### src/tfrb_pkg.sv
`timescale 1ns / 1ps
`default_nettype none

package tfrb_pkg;

  localparam int unsigned DefaultDepth = 8;
  localparam int unsigned StampW       = 32;
  localparam int unsigned DataW        = 32;
  localparam int unsigned SkipW        = 32;
  localparam int unsigned FillW        = 9;

  localparam logic OP_ADD = 1'b0;
  localparam logic OP_GET = 1'b1;

  typedef enum logic {
    CMD_ADD = 1'b0,
    CMD_GET = 1'b1
  } cmd_kind_e;

  typedef struct packed {
    logic              op;
    logic [StampW-1:0] stamp;
    logic [DataW-1:0]  payload;
  } in_word_t;

  typedef struct packed {
    logic              ok;
    logic [DataW-1:0]  read_data;
    logic [StampW-1:0] read_stamp;
    logic [SkipW-1:0]  skip_total;
    logic [FillW-1:0]  fill_count;
  } out_word_t;

  typedef struct packed {
    cmd_kind_e         kind;
    logic [StampW-1:0] stamp;
    logic [DataW-1:0]  payload;
  } cmd_t;

endpackage

`default_nettype wire

### src/tfrb_cmd_queue.sv
`timescale 1ns / 1ps
`default_nettype none

module tfrb_cmd_queue (
  input  wire logic              clk_i,
  input  wire logic              rst_ni,
  input  wire logic              push_i,
  output logic                   full_o,
  input  wire tfrb_pkg::in_word_t in_word_i,
  output logic                   cmd_valid_o,
  output tfrb_pkg::cmd_t         cmd_o,
  input  wire logic              cmd_take_i
);
  import tfrb_pkg::*;

  cmd_t       q_mem [2];
  cmd_t       cmd_in;
  logic       wr_ptr_q, wr_ptr_d;
  logic       rd_ptr_q, rd_ptr_d;
  logic [1:0] cnt_q, cnt_d;
  logic       wr_en, rd_en;

  always_comb begin
    cmd_in.kind    = (in_word_i.op == OP_GET) ? CMD_GET : CMD_ADD;
    cmd_in.stamp   = in_word_i.stamp;
    cmd_in.payload = in_word_i.payload;
  end

  assign full_o      = (cnt_q == 2'd2);
  assign cmd_valid_o = (cnt_q != 2'd0);
  assign cmd_o       = q_mem[rd_ptr_q];
  assign wr_en       = push_i && !full_o;
  assign rd_en       = cmd_take_i && cmd_valid_o;

  always_comb begin
    wr_ptr_d = wr_en ? ~wr_ptr_q : wr_ptr_q;
    rd_ptr_d = rd_en ? ~rd_ptr_q : rd_ptr_q;
    cnt_d    = cnt_q;
    if (wr_en && !rd_en) begin
      cnt_d = cnt_q + 2'd1;
    end else if (rd_en && !wr_en) begin
      cnt_d = cnt_q - 2'd1;
    end
  end

  always_ff @(posedge clk_i or negedge rst_ni) begin
    if (!rst_ni) begin
      wr_ptr_q <= 1'b0;
      rd_ptr_q <= 1'b0;
      cnt_q    <= 2'd0;
    end else begin
      wr_ptr_q <= wr_ptr_d;
      rd_ptr_q <= rd_ptr_d;
      cnt_q    <= cnt_d;
    end
  end

  always_ff @(posedge clk_i) begin
    if (wr_en) begin
      q_mem[wr_ptr_q] <= cmd_in;
    end
  end

endmodule

`default_nettype wire

### src/tfrb_engine.sv
`timescale 1ns / 1ps
`default_nettype none

module tfrb_engine #(
  parameter int unsigned DEPTH = tfrb_pkg::DefaultDepth
) (
  input  wire logic            clk_i,
  input  wire logic            rst_ni,
  input  wire logic            cmd_valid_i,
  input  wire tfrb_pkg::cmd_t  cmd_i,
  output logic                 cmd_take_o,
  input  wire logic            res_pop_i,
  output logic                 res_valid_o,
  output tfrb_pkg::out_word_t  res_o
);
  import tfrb_pkg::*;

  localparam int unsigned AW = $clog2(DEPTH);
  localparam int unsigned CW = $clog2(DEPTH + 1);

  localparam logic S_IDLE = 1'b0;
  localparam logic S_SCAN = 1'b1;

  logic [StampW-1:0] stamp_mem [DEPTH];
  logic [DataW-1:0]  data_mem  [DEPTH];

  logic              state_q, state_d;
  logic [DEPTH-1:0]  cons_q, cons_d;
  logic [AW-1:0]     wpos_q, wpos_d;
  logic [CW-1:0]     avail_q, avail_d;
  logic [SkipW-1:0]  skip_q, skip_d;
  logic [StampW-1:0] last_q, last_d;
  cmd_t              cmd_q;
  logic [AW-1:0]     iss_addr_q, iss_addr_d;
  logic [CW-1:0]     iss_cnt_q, iss_cnt_d;
  logic [CW-1:0]     ev_cnt_q, ev_cnt_d;
  logic              have_q, have_d;
  logic [StampW-1:0] best_q, best_d;
  logic [AW-1:0]     tgt_q, tgt_d;
  logic              rd_vld_q;
  logic [AW-1:0]     rd_addr_q;
  logic [StampW-1:0] rd_stamp_q;
  logic [DataW-1:0]  rd_data_q;
  logic              rd_cons_q;
  out_word_t         res_q, res_d;
  logic              res_vld_q, res_vld_d;

  logic              slot_free, start, issue, ev, ev_last;
  logic              take, hit;
  logic              mem_we;
  logic [AW-1:0]     mem_waddr;
  logic [StampW-1:0] mem_wstamp;
  logic [DataW-1:0]  mem_wdata;
  logic [AW-1:0]     fin_addr;

  assign slot_free   = !res_vld_q || res_pop_i;
  assign start       = (state_q == S_IDLE) && cmd_valid_i && slot_free;
  assign cmd_take_o  = start;
  assign issue       = (state_q == S_SCAN) && (iss_cnt_q != CW'(DEPTH));
  assign ev          = (state_q == S_SCAN) && rd_vld_q;
  assign ev_last     = ev && (ev_cnt_q == CW'(DEPTH - 1));
  assign take        = !rd_cons_q && (!have_q || (best_q < rd_stamp_q));
  assign hit         = !rd_cons_q && (last_q <= rd_stamp_q);
  assign res_o       = res_q;
  assign res_valid_o = res_vld_q;

  always_comb begin
    state_d    = state_q;
    cons_d     = cons_q;
    wpos_d     = wpos_q;
    avail_d    = avail_q;
    skip_d     = skip_q;
    last_d     = last_q;
    iss_addr_d = iss_addr_q;
    iss_cnt_d  = iss_cnt_q;
    ev_cnt_d   = ev_cnt_q;
    have_d     = have_q;
    best_d     = best_q;
    tgt_d      = tgt_q;
    res_d      = res_q;
    res_vld_d  = res_vld_q && !res_pop_i;
    mem_we     = 1'b0;
    mem_waddr  = wpos_q;
    mem_wstamp = cmd_i.stamp;
    mem_wdata  = cmd_i.payload;
    fin_addr   = wpos_q;

    if (issue) begin
      iss_addr_d = (iss_addr_q == AW'(DEPTH - 1)) ? '0 : iss_addr_q + 1'b1;
      iss_cnt_d  = iss_cnt_q + 1'b1;
    end

    if (start) begin
      res_d.read_data  = '0;
      res_d.read_stamp = '0;
      if (cmd_i.kind == CMD_ADD && cons_q[wpos_q]) begin
        // free slot at the write position
        mem_we            = 1'b1;
        cons_d[wpos_q]    = 1'b0;
        wpos_d            = (wpos_q == AW'(DEPTH - 1)) ? '0 : wpos_q + 1'b1;
        avail_d           = (avail_q == CW'(DEPTH)) ? avail_q : avail_q + 1'b1;
        res_d.ok          = 1'b1;
        res_d.skip_total  = skip_q;
        res_d.fill_count  = FillW'(avail_d);
        res_vld_d         = 1'b1;
      end else if (cmd_i.kind == CMD_GET && avail_q == '0) begin
        res_d.ok          = 1'b0;
        res_d.skip_total  = skip_q;
        res_d.fill_count  = FillW'(avail_q);
        res_vld_d         = 1'b1;
      end else begin
        state_d    = S_SCAN;
        iss_addr_d = wpos_q;
        iss_cnt_d  = '0;
        ev_cnt_d   = '0;
        have_d     = 1'b0;
      end
    end

    if (ev) begin
      ev_cnt_d = ev_cnt_q + 1'b1;
      if (cmd_q.kind == CMD_ADD) begin
        if (take) begin
          have_d = 1'b1;
          best_d = rd_stamp_q;
          tgt_d  = rd_addr_q;
        end
        if (ev_last) begin
          // overwrite the newest unread slot
          fin_addr          = take ? rd_addr_q : tgt_q;
          mem_we            = 1'b1;
          mem_waddr         = fin_addr;
          mem_wstamp        = cmd_q.stamp;
          mem_wdata         = cmd_q.payload;
          cons_d[fin_addr]  = 1'b0;
          wpos_d            = (fin_addr == AW'(DEPTH - 1)) ? '0 : fin_addr + 1'b1;
          avail_d           = (avail_q == CW'(DEPTH)) ? avail_q : avail_q + 1'b1;
          if (fin_addr != wpos_q && skip_q != '1) begin
            skip_d = skip_q + 1'b1;
          end
          res_d.ok          = 1'b0;
          res_d.read_data   = '0;
          res_d.read_stamp  = '0;
          res_d.skip_total  = skip_d;
          res_d.fill_count  = FillW'(avail_d);
          res_vld_d         = 1'b1;
          state_d           = S_IDLE;
        end
      end else if (hit) begin
        cons_d[rd_addr_q] = 1'b1;
        avail_d           = avail_q - 1'b1;
        last_d            = rd_stamp_q;
        res_d.ok          = 1'b1;
        res_d.read_data   = rd_data_q;
        res_d.read_stamp  = rd_stamp_q;
        res_d.skip_total  = skip_q;
        res_d.fill_count  = FillW'(avail_d);
        res_vld_d         = 1'b1;
        state_d           = S_IDLE;
      end else if (ev_last) begin
        res_d.ok          = 1'b0;
        res_d.read_data   = '0;
        res_d.read_stamp  = '0;
        res_d.skip_total  = skip_q;
        res_d.fill_count  = FillW'(avail_q);
        res_vld_d         = 1'b1;
        state_d           = S_IDLE;
      end
    end
  end

  always_ff @(posedge clk_i or negedge rst_ni) begin
    if (!rst_ni) begin
      state_q    <= S_IDLE;
      cons_q     <= '1;
      wpos_q     <= '0;
      avail_q    <= '0;
      skip_q     <= '0;
      last_q     <= '0;
      iss_addr_q <= '0;
      iss_cnt_q  <= '0;
      ev_cnt_q   <= '0;
      have_q     <= 1'b0;
      rd_vld_q   <= 1'b0;
      res_vld_q  <= 1'b0;
    end else begin
      state_q    <= state_d;
      cons_q     <= cons_d;
      wpos_q     <= wpos_d;
      avail_q    <= avail_d;
      skip_q     <= skip_d;
      last_q     <= last_d;
      iss_addr_q <= iss_addr_d;
      iss_cnt_q  <= iss_cnt_d;
      ev_cnt_q   <= ev_cnt_d;
      have_q     <= have_d;
      rd_vld_q   <= issue;
      res_vld_q  <= res_vld_d;
    end
  end

  always_ff @(posedge clk_i) begin
    if (start) begin
      cmd_q <= cmd_i;
    end
    best_q <= best_d;
    tgt_q  <= tgt_d;
    res_q  <= res_d;
    if (issue) begin
      rd_addr_q  <= iss_addr_q;
      rd_stamp_q <= stamp_mem[iss_addr_q];
      rd_data_q  <= data_mem[iss_addr_q];
      rd_cons_q  <= cons_q[iss_addr_q];
    end
    if (mem_we) begin
      stamp_mem[mem_waddr] <= mem_wstamp;
      data_mem[mem_waddr]  <= mem_wdata;
    end
  end

endmodule

`default_nettype wire

### src/timestamped_frame_ring_buffer_unit.sv
// An add into a free slot or a get on an empty ring is answered without a scan of the slots.
// Any other add scans all DEPTH slots through one memory read port.
// Any other get stops at its first eligible slot, or after all DEPTH slots if none is eligible.
// Throughput: one word per cycle on the fast cases while results are popped; no command is taken during a scan.
// A 2-word command queue and a result register decouple both sides.
// Reset: all slots marked consumed, counters and position cleared; slot memories not cleared.
`timescale 1ns / 1ps
`default_nettype none

module timestamped_frame_ring_buffer_unit #(
  parameter int unsigned DEPTH = tfrb_pkg::DefaultDepth
) (
  input  wire logic               clk_i,
  input  wire logic               rst_ni,
  input  wire logic               push,
  output logic                    full,
  input  wire tfrb_pkg::in_word_t in_word_i,
  output logic                    empty,
  input  wire logic               pop,
  output tfrb_pkg::out_word_t     res_word_o
);
  import tfrb_pkg::*;

  cmd_t cmd;
  logic cmd_valid;
  logic cmd_take;
  logic res_valid;

  tfrb_cmd_queue u_front (
    .clk_i       (clk_i),
    .rst_ni      (rst_ni),
    .push_i      (push),
    .full_o      (full),
    .in_word_i   (in_word_i),
    .cmd_valid_o (cmd_valid),
    .cmd_o       (cmd),
    .cmd_take_i  (cmd_take)
  );

  tfrb_engine #(
    .DEPTH (DEPTH)
  ) u_back (
    .clk_i       (clk_i),
    .rst_ni      (rst_ni),
    .cmd_valid_i (cmd_valid),
    .cmd_i       (cmd),
    .cmd_take_o  (cmd_take),
    .res_pop_i   (pop),
    .res_valid_o (res_valid),
    .res_o       (res_word_o)
  );

  assign empty = !res_valid;

endmodule

`default_nettype wire

### config.mk
export PLATFORM = sky130hd
export DESIGN_NAME = timestamped_frame_ring_buffer_unit
export DESIGN_NICKNAME = d
export VERILOG_FILES = /design/src/tfrb_pkg.sv /design/src/tfrb_cmd_queue.sv /design/src/tfrb_engine.sv /design/src/timestamped_frame_ring_buffer_unit.sv
export SDC_FILE = /design/constraint.sdc
export NUM_CORES = 1
export LEC_CHECK = 0
export BUFFER_PORTS_ARGS = -buffer_cell sky130_fd_sc_hd__buf_2
export CORE_ASPECT_RATIO = 0.5
export CORE_MARGIN = 2
export CORE_UTILIZATION = 50
export CTS_BUF_LIST = sky130_fd_sc_hd__clkbuf_4
export DETAILED_ROUTE_END_ITERATION = 16
export PLACE_DENSITY = 0.69
export SYNTH_ARGS = -nofsm -noshare
export SYNTH_HDL_FRONTEND = slang
export SYNTH_SLANG_ARGS = --single-unit
### constraint.sdc
create_clock -name clk_i -period 10 [get_ports clk_i]
set_input_delay 0.5 -clock clk_i [delete_from_list [all_inputs] [get_ports clk_i]]
set_output_delay 0.5 -clock clk_i [all_outputs]
set_load 0.05 [all_outputs]
# [After elaboration in Yosys (flattened, before gate mapping)]
# Memory sizes are Yosys's and may differ from the RTL's. A register that Yosys moved wholly into a read port is not among the register bits.
# Index checks and enable logic that the tools add are counted.
[classes] n_mul=0 eq_ne=11 shifts=0 mux=96 n_div=0 reduce_logical=36 order_cmp=9 bitwise_logic=10 add_sub_neg=10
[op_table] operator="106-bit two-way mux" count=6
[op_table] operator="32-bit two-way mux" count=7
[op_table] operator="41-bit two-way mux" count=2
[op_table] operator="4-bit two-way mux" count=15
[op_table] operator="3-bit two-way mux" count=16
[op_table] operator="8-bit two-way mux" count=6
[op_table] operator="1-bit two-way mux" count=37
[op_table] operator="32-bit by 1-bit adder with 32-bit output (second input constant)" count=1
[op_table] operator="32-bit less-or-equal comparator" count=1
[op_table] operator="32-bit less-than comparator" count=1
[op_table] operator="32-bit != test (second input constant)" count=1
[op_table] operator="1-bit logical AND" count=18
[op_table] operator="8-bit AND" count=2
[op_table] operator="3-bit by 4-bit less-than comparator with 1-bit output (second input constant)" count=4
[op_table] operator="8-bit NOT" count=2
[op_table] operator="4-bit by 1-bit adder with 4-bit output (second input constant)" count=3
[op_table] operator="3-bit AND reduction" count=4
[op_table] operator="3-bit by 1-bit adder with 3-bit output (second input constant)" count=3
[op_table] operator="1-bit demux with 3-bit select" count=3
[op_table] operator="3-bit equality test (second input constant)" count=3
[op_table] operator="3-bit by 1-bit greater-or-equal comparator with 1-bit output (second input constant)" count=3
[op_table] operator="8-bit OR" count=1
[op_table] operator="1-bit logical NOT" count=7
[op_table] operator="1-bit binary-select mux with 3-bit select" count=2
[op_table] operator="other kinds (15)" count=24
[totals] mem_count=3 romBits=0 mem_bits_rw=642 latchBits=0 inputBits=69 regBits=308 elab_cells=202
[memory_table] memory="u_back.data_mem" depth=8 width=32 rd=1 rd_ports_with_merged_regs=1 write_ports=1 line_no="tfrb_engine.sv:25" source="logic [DataW-1:0] data_mem [DEPTH];"
[memory_table] memory="u_back.stamp_mem" depth=8 width=32 rd=1 rd_ports_with_merged_regs=1 write_ports=1 line_no="tfrb_engine.sv:24" source="logic [StampW-1:0] stamp_mem [DEPTH];"
[memory_table] memory="u_front.q_mem" depth=2 width=65 rd=1 rd_ports_with_merged_regs=0 write_ports=1 line_no="tfrb_cmd_queue.sv:16" source="cmd_t q_mem [2];"

# [Depth between registers and ports, before layout]
[depth] ltp_word=13 depth_mapped=15 mapped_depth_nobuf=14

# [Modules after synthesis]
# A second synthesis with hierarchy kept.
[hier_totals] hier_cells=2545 hier_area_um2=40616.5
[by_module_without_submodules] mod="tfrb_engine" cells_per_inst=2323 n_inst=1 area_each_um2=35562.9
[by_module_without_submodules] mod="tfrb_cmd_queue" cells_per_inst=221 n_inst=1 area_each_um2=5049.8
[by_module_without_submodules] mod="timestamped_frame_ring_buffer_unit" cells_per_inst=1 n_inst=1 area_each_um2=3.8

# [Least setup slack after synthesis]
# OpenSTA, ideal clock, no wires.
[synth_timing] path_type="register to register" from="reg u_back.res_vld_q (netlist: u_back.res_valid_o)" to="mem u_back.data_mem[6][0] (enable)" period_less_slack_ns=10.956 arrival_time_ns=10.449 n_path_buf=0 setup_slack_ns=-0.956 stages_incl_launch_ff=8 setup_time_ns=0.507 cell_sequence="dfrtp_1 -> inv_1 -> nor2_1 -> nor3_1 -> nand2_1 -> nor2_1 -> nand2_1 -> a21oi_1"
[synth_between] elab_chain_len=9
[synth_rtl] item="start: declaration" line_no="tfrb_engine.sv:46" source="logic res_vld_q, res_vld_d;"
[synth_rtl] item="start signal: assignment" line_no="tfrb_engine.sv:198" source="res_vld_q <= res_vld_d;"
[synth_rtl] item="1-bit logical NOT *"
[synth_rtl] item="net empty" line_no="timestamped_frame_ring_buffer_unit.sv:18" source="output logic empty,"
[synth_rtl] item="1-bit logical OR *" line_no="tfrb_engine.sv:56" source="assign slot_free = !res_vld_q || res_pop_i;"
[synth_rtl] item="1-bit logical AND *" line_no="tfrb_engine.sv:57" source="assign start = (state_q == S_IDLE) && cmd_valid_i && slot_free;"
[synth_rtl] item="net cmd_take" line_no="timestamped_frame_ring_buffer_unit.sv:26" source="logic cmd_take;"
[synth_rtl] item="1-bit two-way mux *" line_no="tfrb_engine.sv:93" source="if (start) begin"
[synth_rtl] item="1-bit two-way mux" line_no="tfrb_engine.sv:128" source="if (ev_last) begin"
[synth_rtl] item="1-bit two-way mux" line_no="tfrb_engine.sv:122" source="if (cmd_q.kind == CMD_ADD) begin"
[synth_rtl] item="1-bit two-way mux *" line_no="tfrb_engine.sv:120" source="if (ev) begin"
[synth_rtl] item="1-bit two-way mux *" line_no="tfrb_engine.sv:215" source="if (mem_we) begin"
[synth_rtl] item="1-bit two-way mux (not written as such) *" line_no="tfrb_engine.sv:217" source="data_mem[mem_waddr] <= mem_wdata;"
[synth_rtl] item="end: declaration" line_no="tfrb_engine.sv:25"
# Mark *: on every way through the listed nets, which the timed path passes. The rest lies on a longest branch.

==> tab_implementation.tex <==
\begin{tabular}{lr}
\hline
Metric & Value \\
\hline
\multicolumn{2}{l}{\textbf{Place}} \\
\quad Final Wtd Congestion & approximately 0.83 \\
\quad Detailed Place HPWL & roughly 48,000 um \\
\quad Placement-stage worst setup slack & around 5 ns \\
\quad Port Buffers & roughly 180 \\
\multicolumn{2}{l}{\textbf{Synthesis}} \\
\quad Avg Cell Area, Syn & $\sim$18 sq um \\
\quad Synth warnings & 0 \\
\quad Portion of netlist area occupied by mux cells & 0.140 \\
\quad Syn Inst Count & $\sim$2,300 \\
\quad Area fraction of the dominant cell type after synthesis & 0.608 \\
\quad Count of unique library cells instantiated by Yosys & 79 \\
\quad Most used flip-flop cell after synthesis & sky130\_fd\_sc\_hd\_\_edfxtp\_1 \\
\quad EDFF count, synth & roughly 800 \\
\quad Simple logic cell fraction of the synthesized area & 0.0409 \\
\quad Synth Register Bits & roughly 1,000 \\
\quad Portion of the post-synthesis area used by sequential elements & 0.723 \\
\quad Net count after synthesis & approximately 2,400 \\
\quad Share of synthesized flip-flops with an asynchronous set or reset & 0.0966 \\
\quad Largest cells by area after synthesis & sky130\_fd\_sc\_hd\_\_edfxtp\_1 61\%, sky130\_fd\_sc\_hd\_\_mux4\_2 7.3\%, sky130\_fd\_sc\_hd\_\_mux2\_2 6.4\%, sky130\_fd\_sc\_hd\_\_dfrtp\_1 5.6\%, sky130\_fd\_sc\_hd\_\_dfxtp\_1 5.3\% \\
\quad Parity-gate share of the synthesized area counting xor and xnor cells & 0.00867 \\
\quad Adder-cell share of the synthesized area & 0.0238 \\
\quad Main combinational cell family by area after synthesis & multiplexers \\
\quad Netlist Area Pre-Place & between 0.03 and 0.04 sq mm \\
\quad Leading area contributor after synthesis & sky130\_fd\_sc\_hd\_\_edfxtp\_1 \\
\quad Compound-cell area share of the yosys netlist & 0.0484 \\
\multicolumn{2}{l}{\textbf{Power and ir drop}} \\
\quad Switching share of power & 0.337 \\
\quad Power share of the clock group & 0.238 \\
\quad Lkg Pwr & 16.7 nW \\
\quad Internal portion of total power & approximately 9 mW \\
\quad Power, Total & around 14 mW \\
\quad Total net switching power & $\sim$4.7 mW \\
\quad Power density normalized to cell area & 302 mW/mm\^{}2 \\
\quad Gate power share & 0.306 \\
\quad IR Drop Worst-Case VDD & around 0.25 mV \\
\quad Sequential share of power & 0.456 \\
\multicolumn{2}{l}{\textbf{Global routing}} \\
\quad Number of antenna violations at the first check in global routing & 2 \\
\quad Leftover overflow at the end of global routing & 0 \\
\quad First-pass GRT wire length & $\sim$130,000 um \\
\quad Largest net degree at the start of global routing & 110 \\
\quad Via count of the first global-routing pass & 22,577 \\
\quad Total GRT Usage & 0.211 \\
\multicolumn{2}{l}{\textbf{Cells and area}} \\
\quad Area growth, synth to finish & 15.4\% \\
\quad Final \#Nets & $\sim$2,800 \\
\quad Most common cell after layout, fill and taps aside & sky130\_fd\_sc\_hd\_\_edfxtp\_1 \\
\quad Fillcell total & 6,026 \\
\quad Ratio of cells with drive above 1 in the final layout & 0.348 \\
\quad Commonest cells after routing, fill and taps aside & 810 x sky130\_fd\_sc\_hd\_\_edfxtp\_1, 372 x sky130\_fd\_sc\_hd\_\_clkbuf\_4, 226 x sky130\_fd\_sc\_hd\_\_mux2\_2, 175 x sky130\_fd\_sc\_hd\_\_buf\_2, 130 x sky130\_fd\_sc\_hd\_\_mux4\_2 \\
\multicolumn{2}{l}{\textbf{Worst hold path}} \\
\quad Hold WC Path Type & primary input to flip-flop \\
\quad Worst hold path stage count & 2 \\
\multicolumn{2}{l}{\textbf{Timing}} \\
\quad Total Negative Setup Slacks & 0 ns \\
\quad Slew HR & 0.237 \\
\quad Unrepaired setup endpoints after global routing & no \\
\quad Final Setup Violations & 0 \\
\quad Share of the clock period used by the worst path & 0.487 \\
\quad Minimum clock period after layout & $\sim$4.9 ns \\
\quad Highest Clock Rate & just over 0.2 GHz \\
\quad Final Hold Vio Count & 0 \\
\quad Final Max Tran Viols & 0 \\
\quad Worst hold slack across all endpoints & around 0.13 ns \\
\quad Final Skew & roughly 0.08 ns \\
\quad Crit path setup slack, layout & $\sim$5.1 ns \\
\quad Measured slew at the worst slew-check pin & between 1 and 1.5 ns \\
\multicolumn{2}{l}{\textbf{Route}} \\
\quad Initial detailed-routing violation count & roughly 1,800 \\
\quad DR pass1 iterations & 8 \\
\quad Average vias per placed instance & roughly 5.6 \\
\quad Routed wire length & 85,600 um \\
\quad Routed vias & 22,044 \\
\quad Antenna Nets Post-Route & 0 \\
\quad DRC & 0 \\
\quad Routed wirelength normalized by instance count & about 22 um \\
\multicolumn{2}{l}{\textbf{Die}} \\
\quad Standard cell core area & between 0.07 and 0.08 sq mm \\
\quad Chip width & between 400 and 500 um \\
\quad Y dimension of the die & 204 um \\
\quad Die area & slightly above 0.08 sq mm \\
\quad Effective utilization at floorplan & 0.504 \\
\quad IO Count & roughly 180 \\
\quad Number of standard-cell rows in the floorplan & 73 \\
\multicolumn{2}{l}{\textbf{Clock network}} \\
\quad Skew-Pair Late Insertion Delay & about 1.1 ns \\
\quad TritonCTS Sinks & a little over 1,000 \\
\quad Post-CTS Setup Inserts & 0 \\
\quad Clock Tree Buf Depth & 3 \\
\quad Deepest level of the CTS H-tree & 4 \\
\quad Clock tree from TritonCTS & built \\
\quad Master cell of the clock root buffer & sky130\_fd\_sc\_hd\_\_clkbuf\_4 \\
\quad Clock edge transition at the registers on the reported setup and hold paths & around 0.070 ns \\
\quad CTS Buf Count & between 200 and 250 \\
\multicolumn{2}{l}{\textbf{Setup path}} \\
\quad Largest fanout of any net on the critical path & 28 \\
\quad CP max-delay cell & sky130\_fd\_sc\_hd\_\_or2\_1 \\
\quad Reg2reg path depth & 13 \\
\quad Required time at the worst-slack endpoint & 10.96 ns \\
\quad Worst Path Arrival & between 5 and 6 ns \\
\quad Crit end category & flip-flop \\
\quad Logic depth of the worst path, buffers included & 13 \\
\quad Cells along the critical path & inv\_1, ha\_1, a211o\_1, a31oi\_1, o211ai\_1, a2111o\_1, a31oi\_4, mux2i\_2, xnor2\_2, nor3\_2, or2\_1, nor2\_1, a211oi\_1 \\
\quad Critical Path Source Type & flip-flop \\
\quad Max stage delay on crit path & slightly below 0.9 ns \\
\quad Critical path buffer and inverter count & 1 \\
\quad Worst setup path category & flip-flop to flip-flop \\
\quad Cell type group with the largest total delay on the critical path & simple AND/OR/NAND/NOR gates \\
\multicolumn{2}{l}{\textbf{Job}} \\
\quad Maximum Capacitance Violations & 0 \\
\multicolumn{2}{l}{\textbf{Outcome}} \\
\quad Outcome & finished clean \\
\hline
\end{tabular}
[metal layers]
metal / global-route usage / vias up / wire (um)
met5: 0 / - / 0
met4: 0.0753 / 0 / 1660
met3: 0.0419 / 119 / 4500
met2: 0.335 / 678 / 41100
met1: 0.292 / 11275 / 38300
li1: - / 9972 / -
[area by class of cell]
cell class | instances | area [sq um] | share of cell area
Timing Repair Buffer | 301 | 2070 | 0.0450
Antenna cell | 7 | 17.5 | 0.000380
Inverter | 52 | 196 | 0.00426
Clock inverter | 36 | 233 | 0.00504
Clock buffer | 372 | 2790 | 0.0605
Multi-Input combinational cell | 1096 | 10600 | 0.229
Tap cell | 1050 | 1310 | 0.0285
Sequential cell | 1014 | 28900 | 0.627
[stage by stage]
| stage | cells | util | cell area [sq um] |
|---|---|---|---|
| finish | 3928 | 0.582 | 46100 |
| global route | 3928 | 0.582 | 46100 |
| CTS | 3921 | 0.582 | 46100 |
| detailed placement | 3424 | 0.532 | 42200 |
| global placement | 3424 | 0.532 | 42200 |
| floorplan | 2267 | - | 40000 |
[state kept, by name, indices dropped and copies added, names as in the netlist, 4 cells and up]
name and count:
u_back.best_q 32, u_back.iss_cnt_q 4, u_back.avail_q 4, u_back.data_mem 256
u_back.last_q 32, u_back.skip_q 32, u_back.stamp_mem 256, u_back.rd_data_q 32
u_front.q_mem 130, u_back.cmd_q 65, u_back.rd_stamp_q 32, u_back.cons_q 8
u_back.ev_cnt_q 4, u_back.res_o 106
[power by group through the flow]
stage	combinational (mW)	sequential [mW]	clock, mW
after CTS	4.29	6.36	3.40
after detailed placement	4.24	6.44	0
after global routing	4.63	6.44	3.63
after floorplan	2.87	6.50	0
after global placement	4.17	6.41	0
final	4.26	6.36	3.32
[Yosys cell counts, types with 13 or more instances]
library cell / count
sky130_fd_sc_hd__clkbuf_1: 77
sky130_fd_sc_hd__edfxtp_1: 810
sky130_fd_sc_hd__nor2_1: 70
sky130_fd_sc_hd__o21ai_0: 53
sky130_fd_sc_hd__nand2_1: 113
sky130_fd_sc_hd__a21oi_1: 55
sky130_fd_sc_hd__ha_1: 76
sky130_fd_sc_hd__dfxtp_1: 106
sky130_fd_sc_hd__nor3_1: 35
sky130_fd_sc_hd__xnor2_1: 20
sky130_fd_sc_hd__mux4_2: 130
sky130_fd_sc_hd__inv_1: 51
sky130_fd_sc_hd__nand3_1: 32
sky130_fd_sc_hd__a31oi_1: 13
sky130_fd_sc_hd__buf_1: 21
sky130_fd_sc_hd__dfrtp_1: 90
sky130_fd_sc_hd__nand4_1: 20
sky130_fd_sc_hd__xor2_1: 14
sky130_fd_sc_hd__and3_1: 13
sky130_fd_sc_hd__mux2_2: 226
sky130_fd_sc_hd__a22o_1: 66
[path summary, 6_finish.rpt]
check / slack (ns) / from / to
max in group asynchronous: 8.60 / rst_ni / u_back.skip_q[25]$_DFFE_PN0P_
min in group asynchronous: 0.61 / rst_ni / u_back.cons_q[1]$_DFF_PN1_
max reg2reg: 5.13 / u_back.rd_stamp_q[2]$_DFFE_PP_ / u_back.res_o[32]$_DFF_P_
min reg2reg: 0.46 / u_back.res_o[41]$_DFF_P_ / u_back.res_o[41]$_DFF_P_
max: 5.13 / u_back.rd_stamp_q[2]$_DFFE_PP_ / u_back.res_o[32]$_DFF_P_
min: 0.13 / in_word_i[37] / u_front.q_mem[0][37]$_DFFE_PP_
[timing repair]
action | in CTS | in global routing
gates resized for setup | 0 | 0
hold buffers | 89 | 0
endpoints found under the hold margin | 199 | 0
[cell families after synthesis]
group	count (synthesis)
fa+ha+maj	76
flops	1014
xor+xnor	37
mux	368
buf+inv	157
simple gates	339
compound gates	276
Note: power is estimated with default switching activity, not from simulation.
